File: config.mk
export PLATFORM = sky130hd
export DESIGN_NAME = pii_pattern_scanner
export DESIGN_NICKNAME = d
export VERILOG_FILES = /design/src/pps_pkg.sv /design/src/pii_pattern_scanner.sv
export SDC_FILE = /design/constraint.sdc
export NUM_CORES = 1
export LEC_CHECK = 0
export BUFFER_PORTS_ARGS = -buffer_cell sky130_fd_sc_hd__buf_2
export CORE_UTILIZATION = 25
export CTS_BUF_LIST = sky130_fd_sc_hd__clkbuf_4 sky130_fd_sc_hd__clkbuf_8 sky130_fd_sc_hd__clkbuf_16
export CTS_CLUSTER_DIAMETER = 80
export DETAILED_ROUTE_END_ITERATION = 12
export PLACE_DENSITY = 0.47
export SYNTH_ARGS = -nofsm -noshare
export SYNTH_HDL_FRONTEND = slang
export SYNTH_SLANG_ARGS = --single-unit
File: constraint.sdc
create_clock -name clk -period 2.4 [get_ports clk]
set_input_delay 0.12 -clock clk [delete_from_list [all_inputs] [get_ports clk]]
set_output_delay 0.12 -clock clk [all_outputs]
set_load 0.05 [all_outputs]
File: src/pps_pkg.sv
`default_nettype none

package pps_pkg;

	localparam int WinDepth = 12;
	localparam int ShapeLen = 11;
	localparam int CountW = 5;
	localparam int CfgW = 5;

	localparam logic [CountW-1:0] RunSat = 5'd20;
	localparam logic [CfgW-1:0] CardMinRst = 5'd13;
	localparam logic [CfgW-1:0] CardMaxRst = 5'd19;

	// configuration register indexes
	localparam logic CfgCardMin = 1'b0;
	localparam logic CfgCardMax = 1'b1;

	// verdict codes
	localparam logic [1:0] VerdictClean = 2'd0;
	localparam logic [1:0] VerdictSsn = 2'd1;
	localparam logic [1:0] VerdictCard = 2'd2;

	typedef enum logic [1:0] {
		CLS_OTHER = 2'd0,
		CLS_DIGIT = 2'd1,
		CLS_DASH = 2'd2,
		CLS_SPACE = 2'd3
	} cls_t;

	typedef cls_t [WinDepth-1:0] win_t;

	// expected classes, newest first
	localparam cls_t SsnShape [ShapeLen] = '{
		CLS_DIGIT, CLS_DIGIT, CLS_DIGIT, CLS_DIGIT, CLS_DASH,
		CLS_DIGIT, CLS_DIGIT, CLS_DASH, CLS_DIGIT, CLS_DIGIT, CLS_DIGIT
	};

	function automatic cls_t classify(input logic [7:0] b);
		cls_t c;
		if (b >= 8'h30 && b <= 8'h39) begin
			c = CLS_DIGIT;
		end else if (b == 8'h2d) begin
			c = CLS_DASH;
		end else if (b == 8'h20) begin
			c = CLS_SPACE;
		end else begin
			c = CLS_OTHER;
		end
		return c;
	endfunction

	// shape in the newest slots, non-digit just before it
	function automatic logic holds_ssn(input win_t w);
		logic hit;
		hit = (w[WinDepth-1] != CLS_DIGIT);
		for (int k = 0; k < ShapeLen; k++) begin
			hit = hit && (w[k] == SsnShape[k]);
		end
		return hit;
	endfunction

	function automatic logic card_hit(
		input logic [CountW-1:0] cnt,
		input logic [CfgW-1:0] min_d,
		input logic [CfgW-1:0] max_d
	);
		return (cnt != '0) && (cnt >= min_d) && (cnt <= max_d);
	endfunction

endpackage

`default_nettype wire

File: src/pii_pattern_scanner.sv
// pii_pattern_scanner: flags ssn-shaped and card-number-shaped text in a byte stream
// one byte per cycle while no verdict is stalled; bytes flow back to back, no gaps needed
// the verdict is registered and valid in the cycle after the transfer of the last byte of a message
// a waiting verdict holds off new bytes only while the output register is full and stalled
// reset (arst_n low, asynchronous) clears the window, run counter and flags,
// empties the output register and loads card limits of 13 and 19 digits
`default_nettype none

module pii_pattern_scanner (
	input  wire logic       clk,
	input  wire logic       arst_n,
	// configuration write port
	input  wire logic       cfg_we,
	input  wire logic       cfg_index,
	input  wire logic [4:0] cfg_data,
	// byte channel
	input  wire logic       char_valid,
	output logic            char_ready,
	input  wire logic [7:0] char_byte,
	input  wire logic       last_byte,
	// verdict channel
	output logic            verdict_valid,
	input  wire logic       verdict_ready,
	output logic [1:0]      verdict
);

	// card digit limits
	logic [pps_pkg::CfgW-1:0] card_min_q;
	logic [pps_pkg::CfgW-1:0] card_max_q;

	// scan state
	pps_pkg::win_t window_q;
	logic [pps_pkg::CountW-1:0] run_cnt_q;
	logic ssn_seen_q;
	logic card_seen_q;

	// result register
	logic verdict_valid_q;
	logic [1:0] verdict_q;

	// next-state logic
	pps_pkg::cls_t cls;
	pps_pkg::win_t window_nxt;
	logic [pps_pkg::CountW-1:0] run_cnt_nxt;
	logic ssn_nxt;
	logic card_nxt;
	logic ssn_final;
	logic card_final;
	logic byte_xfer;

	// the output register frees up in the same cycle its verdict is taken
	assign char_ready = !verdict_valid_q || verdict_ready;
	assign byte_xfer = char_valid && char_ready;

	always_comb begin
		cls = pps_pkg::classify(char_byte);

		// pattern that ended on the previous byte, closed off by a non-digit now
		ssn_nxt = ssn_seen_q || ((cls != pps_pkg::CLS_DIGIT) && pps_pkg::holds_ssn(window_q));

		// newest class enters slot 0, the oldest drops out
		window_nxt[pps_pkg::WinDepth-1:1] = window_q[pps_pkg::WinDepth-2:0];
		window_nxt[0] = cls;

		card_nxt = card_seen_q;
		run_cnt_nxt = run_cnt_q;
		case (cls)
			pps_pkg::CLS_DIGIT: begin
				if (run_cnt_q < pps_pkg::RunSat) begin
					run_cnt_nxt = run_cnt_q + 1'b1;
				end
			end
			pps_pkg::CLS_OTHER: begin
				// anything but digit, space or dash ends the run
				card_nxt = card_seen_q || pps_pkg::card_hit(run_cnt_q, card_min_q, card_max_q);
				run_cnt_nxt = '0;
			end
			default: begin
				// separators keep the run going
			end
		endcase

		// message end closes both the pattern and the current run
		ssn_final = ssn_nxt || pps_pkg::holds_ssn(window_nxt);
		card_final = card_nxt || pps_pkg::card_hit(run_cnt_nxt, card_min_q, card_max_q);
	end

	always_ff @(posedge clk or negedge arst_n) begin
		if (!arst_n) begin
			card_min_q <= pps_pkg::CardMinRst;
			card_max_q <= pps_pkg::CardMaxRst;
		end else if (cfg_we) begin
			unique case (cfg_index)
				pps_pkg::CfgCardMin: card_min_q <= cfg_data;
				pps_pkg::CfgCardMax: card_max_q <= cfg_data;
				default: ;
			endcase
		end
	end

	always_ff @(posedge clk or negedge arst_n) begin
		if (!arst_n) begin
			window_q <= '{default: pps_pkg::CLS_OTHER};
			run_cnt_q <= '0;
			ssn_seen_q <= 1'b0;
			card_seen_q <= 1'b0;
		end else if (byte_xfer) begin
			if (last_byte) begin
				// start the next message from a clean slate
				window_q <= '{default: pps_pkg::CLS_OTHER};
				run_cnt_q <= '0;
				ssn_seen_q <= 1'b0;
				card_seen_q <= 1'b0;
			end else begin
				window_q <= window_nxt;
				run_cnt_q <= run_cnt_nxt;
				ssn_seen_q <= ssn_nxt;
				card_seen_q <= card_nxt;
			end
		end
	end

	always_ff @(posedge clk or negedge arst_n) begin
		if (!arst_n) begin
			verdict_valid_q <= 1'b0;
		end else if (byte_xfer && last_byte) begin
			verdict_valid_q <= 1'b1;
		end else if (verdict_ready) begin
			verdict_valid_q <= 1'b0;
		end
	end

	// ssn takes priority over card
	always_ff @(posedge clk) begin
		if (byte_xfer && last_byte) begin
			if (ssn_final) begin
				verdict_q <= pps_pkg::VerdictSsn;
			end else if (card_final) begin
				verdict_q <= pps_pkg::VerdictCard;
			end else begin
				verdict_q <= pps_pkg::VerdictClean;
			end
		end
	end

	assign verdict_valid = verdict_valid_q;
	assign verdict = verdict_q;

endmodule

`default_nettype wire

# --- Yosys cells after proc, flatten, opt, wreduce, memory -nomap -nowiden ---
# Index checks and enable logic that the tools add are counted.
totals:
  reg_bits: 44
  input_bits: 20
  out_inout_bits: 4
  wordCells: 104
op_classes:
  add_sub_neg: 1
  magnitude_cmp: 7
  n_eq_ne: 21
  n_mux: 13
  n_bitwise: 1
  reduce_logical: 42
op_table:
  columns: ["op", "n"]
  rows:
  - ["$logic_and 1x1->1", 30]
  - ["$eq 2x1->1 const B", 12]
  - ["$mux 24", 1]
  - ["$eq 8x6->1 const B", 2]
  - ["$ge 5x5->1", 2]
  - ["$le 5x5->1", 2]
  - ["$mux 5", 2]
  - ["$pmux 5 s2", 1]
  - ["$reduce_bool 5->1", 2]
  - ["$eq 2x2->1 const B", 4]
  - ["$ge 8x6->1 const B", 1]
  - ["$le 8x6->1 const B", 1]
  - ["$mux 2", 4]
  - ["$ne 2x1->1 const B", 3]
  - ["$add 5x1->5 const B", 1]
  - ["$logic_or 1x1->1", 5]
  - ["$lt 5x5->1 const B", 1]
  - ["$mux 1", 5]
  - ["$reduce_and 2->1", 2]
  - ["$logic_not 2->1", 1]
  - ["$reduce_bool 2->1", 1]
  - ["$logic_not 1->1", 1]
  - ["$not 1->1", 1]

# --- Logic depth before layout (Yosys ltp) ---
depth:
  ltp_word: 17
  mapped_depth: 11
  ltp_nobuf: 10

# --- Least setup slack after synthesis ---
# OpenSTA, ideal clock, no wires.
synth_timing:
  path_type: "register to register"
  start: "register run_cnt_q[2] (netlist bit)"
  end: "register verdict_q[1], in the netlist verdict[1], data pin"
  setup_ns: 0.272
  arrival_time_ns: 2.086
  path_slack_ns: 0.043
  stages_incl_launch_ff: 10
  path_buffers: 0
  period_less_slack_ns: 2.357
  cell_sequence: "dfrtp_1 and4b_4 or4b_4 nand3_4 ha_1 and4_1 a21oi_1 o31ai_1 o2111ai_1 o22ai_2"
synth_between:
  elab_chain_cells: 8
  elab_cells_between_ends: 18
  cone_classes: "1 x add/sub; 5 x order compare; 4 x mux; 8 x reduce/logical"
synth_lines:
  columns: ["element", "line_no", "text"]
  rows:
  - ["start, declared", "pii_pattern_scanner.sv:33", "logic [pps_pkg::CountW-1:0] run_cnt_q;"]
  - ["start signal, assigned", "pii_pattern_scanner.sv:116", "run_cnt_q <= run_cnt_nxt;"]
  - ["$add 5x1->5 or $lt 5x5->1 (tied branches)", "pii_pattern_scanner.sv:70, pii_pattern_scanner.sv:69", null]
  - ["$mux 5", "pii_pattern_scanner.sv:69", "if (run_cnt_q < pps_pkg::RunSat) begin"]
  - ["$pmux 5 s2", "pii_pattern_scanner.sv:67", "case (cls)"]
  - ["$ge 5x5->1 or $reduce_bool 5->1 (tied branches)", "pps_pkg.sv:67", "return (cnt != '0) && (cnt >= min_d) && (cnt <= max_d);"]
  - ["$logic_and 1x1->1 (2 in a row)", "pps_pkg.sv:67", null]
  - ["$logic_or 1x1->1 *", "pii_pattern_scanner.sv:85", "card_final = card_nxt || pps_pkg::card_hit(run_cnt_nxt, card_min_q, card_max_q);"]
  - ["$mux 2 *", "pii_pattern_scanner.sv:138", "end else if (card_final) begin"]
  - ["end signal, assigned", "pii_pattern_scanner.sv:137", "verdict_q <= pps_pkg::VerdictSsn;"]
  - ["end signal, assigned", "pii_pattern_scanner.sv:139", "verdict_q <= pps_pkg::VerdictCard;"]
  - ["end signal, assigned", "pii_pattern_scanner.sv:141", "verdict_q <= pps_pkg::VerdictClean;"]
  - ["end, declared", "pii_pattern_scanner.sv:39", "logic [1:0] verdict_q;"]
# Every way passes the cells marked *; elsewhere a longest branch is shown, timed or not.
# A chain may end at the register's enable or synchronous reset.

# --- Final worst setup path ---
layout_timing:
  start: "register run_cnt_q[0] (netlist bit)"
  end: "register verdict_q[1], in the netlist verdict[1], data pin"
# Same word-level chain as after synthesis.

==> metrics.md <==
| Metric | Value |
|---|---|
| Status | complete, but fails checks |
| Failing checks | negative hold slack |
| Top-area cell type share of the netlist area | 0.345 |
| Most common cell in the netlist | nand2_1 |
| Leading area contributor after synthesis | dfrtp_1 |
| Max Cap Violations | 0 |
| Largest net degree at the start of global routing | 43 |
| Number of global-route vias before repair | 2,108 |
| First-pass GRT wire length | 10.7 mm |
| Leakage | 1.41 nW |
| FMAX | 428 MHz |
| CP top delay family | simple AND/OR/NAND/NOR gates |
| Mean Syn Cell Area | 9.26 µm² |
| Remaining antenna violation count | 0 |
| Netlist cell types | 45 |
| Vias/cell | 4.61 |
| Final period util | 0.974 |
| Routed Wire Length | 6.28 mm |
| Synth cell count leaders | 58 x nand2_1, 36 x dfrtp_1, 35 x o21ai_0 |
| Avg WL per Cell | 13.6 µm |
| Int Pwr | 0.00119 W |
| Vias | 2,134 |
| Measured slew at the worst slew-check pin | 0.931 ns |
| CTS max path bufs | 2 |
| Effective utilization at floorplan | 0.262 |
| Layout fillers | 1,021 |
| Ports | 24 |
| Layout cells sized above 1 | 0.258 |
| Top_reg_cell synth | dfrtp_1 |
| DRC Markers | 0 |
| Hold Crit Class | primary input to async pin |
| Mapped cell area | 2610 µm² |
| Clock root buffer | clkbuf_8 |
| Crit path depth | 9 |
| Setup CP Type | flip-flop to flip-flop |
| Fin. Hold Viols | 36 |
| FP Rows | 36 |
| Nets | 371 |
| GP Congestion | 0.768 |
| Diode count | 0 |
| Slowest CP cell | or4b_4 |
| Flop pwr share | 0.494 |
| Max H-tree Level | 2 |
| Reg2reg path depth | 9 |
| Worst vdd ir | 0.213 mV |
| Power per Cell Area | 509 nW/µm² |
| DRT Pass-1 Iters | 4 |
| Input/output buffers | 23 |
| Net count after synthesis | 324 |
| EDFF count, synth | 2 |
| CP Cell Sequence | and4b_4 -> or4b_4 -> nand3_4 -> ha_1 -> and4_1 -> a21oi_2 -> o31ai_1 -> o2111ai_1 -> o22ai_2 |
| HPWL Detailed | 4.81 mm |
| Clock Latency Late Sink | 0.29 ns |
| Overall power | 0.00162 W |
| Initial antenna violation count | 0 |
| Grt total ovfl | 0 |
| CTS tree | yes |
| Slew HR | 0.380 |
| Core ar. | 9950 µm² |
| Setup Viol. Count Final | 0 |
| Area contributors post-synth | dfrtp_1 34%, ha_1 11%, nand2_1 8.3%, o21ai_0 6.7%, dfstp_2 6.0% |
| Share of flip-flops with an asynchronous set or reset | 0.955 |
| Synth Instances | 282 |
| Detailed Route Iter0 Violations | 84 |
| CTS Hold Bufs | 0 |
| P&R area growth vs syn | 21.9% |
| Die W | 104 µm |
| Die Y | 104 µm |
| Element type at the critical path end | flip-flop |
| Clock skew | 0.00438 ns |
| Crit-path max cell delay | 0.55 ns |
| Sink Count | 44 |
| Register area | 1120 µm² |
| Switching Share | 0.268 |
| Crit path DAT | 2.38 ns |
| Multi-input logic area | 1430 µm² |
| Fin Hold WS | -0.0456 ns |
| Register area share after synthesis | 0.428 |
| Req. time, crit path | 2.44 ns |
| Fin. max-slew vios | 0 |
| Total CTS buffers | 5 |
| Tot GR Track Use | 0.123 |
| Worst setup SP type | flip-flop |
| Clock transition at the registers of the reported paths | 0.09 ns |
| WP buf/inv | 0 |
| Sw power | 0.000434 W |
| Total number of yosys warnings | 0 |
| Unrepaired setup endpoints after global routing | yes |
| Minimum clock period | 2.34 ns |
| #FFs+latches synth | 44 |
| Crit-path max FO | 4 |
| Combinational share of power | 0.154 |
| Clock power share | 0.352 |
| Die ar. | 10,900 µm² |
-- worst paths after layout --
check,end,slack [ns],start
setup / recovery,verdict[1]$_SDFFCE_PP0P_,0.06,run_cnt_q[0]$_DFFE_PN0P_
hold / removal,card_min_q[1]$_DFFE_PN0P_,-0.05,arst_n
setup reg to reg,verdict[1]$_SDFFCE_PP0P_,0.06,run_cnt_q[0]$_DFFE_PN0P_
hold reg to reg,window_q[23]$_DFFE_PN0P_,0.48,window_q[23]$_DFFE_PN0P_
max in group asynchronous,run_cnt_q[3]$_DFFE_PN0P_,1.80,arst_n
min in group clk,card_min_q[4]$_DFFE_PN0P_,0.05,cfg_data[4]
-- per-stage QoR --
stage / instance area, µm² / cells / setup TNS, ns / utilization / worst slack, ns
floorplan: 2610 / 282 / 0 / - / 0.0426
global placement: 3030 / 451 / 0 / 0.304 / 0.0279
detailed placement: 3030 / 451 / -0.0662 / 0.304 / -0.0662
CTS: 3170 / 463 / 0 / 0.319 / 0.0127
global route: 3190 / 463 / -0.115 / 0.320 / -0.115
finish: 3190 / 463 / 0 / 0.320 / 0.0630
-- state kept, by name (all words and copies together), names as in the netlist --
signal         flops
run_cnt_q          5
ssn_seen_q         1
card_seen_q        1
verdict            2
window_q           2
window_nxt        22
card_max_q         5
verdict_valid      1
card_min_q         5
-- per-layer routing --
| layer | global-route usage | wire, µm | part of all wire |
|---|---|---|---|
| met5 | 0 | 0 | 0 |
| met4 | 0.0388 | 78 | 0.012 |
| met3 | 0.0207 | 169 | 0.027 |
| met2 | 0.182 | 2650 | 0.42 |
| met1 | 0.180 | 3380 | 0.54 |
-- cell usage in the layout (no fill, tap or decap), types with 2 or more instances in the layout --
cell type	synthesis	routed
nor4bb_1	7	7
o22ai_1	2	2
ha_1	22	21
a31oi_1	3	3
nand3_1	9	9
nor3_1	2	2
o21a_1	3	3
buf_4	0	26
clkbuf_8	0	5
edfxtp_1	2	2
nand3b_1	2	2
nand2_1	58	58
buf_2	0	23
dfrtp_1	36	35
a22o_1	3	3
o21ai_1	3	4
mux2_2	7	7
dfstp_2	6	6
o21ai_0	35	33
nor2b_1	2	2
and3_1	3	3
o2111ai_1	3	3
o21ai_2	1	2
a21o_1	4	4
inv_1	13	13
nor2_1	11	11
a21oi_2	0	3
a21oi_1	10	7
clkinv_1	1	2
nand2b_1	7	7
-- cell families (layout without fill, tap and decap cells) --
group | count (synthesis) | count (layout) | synth area share
AND/OR/NAND/NOR | 111 | 111 | 0.224
AO/OA/AOI/OAI | 75 | 75 | 0.180
flip-flops | 44 | 44 | 0.428
multiplexers | 7 | 7 | 0.0302
adder cells (fa/ha/maj) | 22 | 22 | 0.105
buffers and inverters | 23 | 71 | 0.0330
-- power by group through the flow --
stage | Sequential [W] | Combinational (W) | Clock (W)
5_1_grt | 0.000805 | 0.000288 | 0.000617
2_1_floorplan | 0.000819 | 0.000145 | 0
3_5_place_dp | 0.000814 | 0.000248 | 0
4_1_cts | 0.000800 | 0.000251 | 0.000589
3_3_place_gp | 0.000813 | 0.000247 | 0
6_report | 0.000800 | 0.000249 | 0.000571
-- area by class of cell --
| cell class | count | share of cell area |
|---|---|---|
| clock inverter | 3 | 0.0134 |
| tap | 133 | 0.0522 |
| timing repair buffer | 49 | 0.0974 |
| clock buffer | 5 | 0.0216 |
| sequential | 44 | 0.352 |
| multi-input combinational | 215 | 0.447 |
| inverter | 14 | 0.0165 |
-- what timing repair did --
action / 4_1_cts / 5_1_grt
setup endpoints to repair: 1 / 1
gates resized for setup: 2 / 7
setup buffers: 4 / 0
pin swaps: 0 / 1
Power figures use the tool's default switching activity.
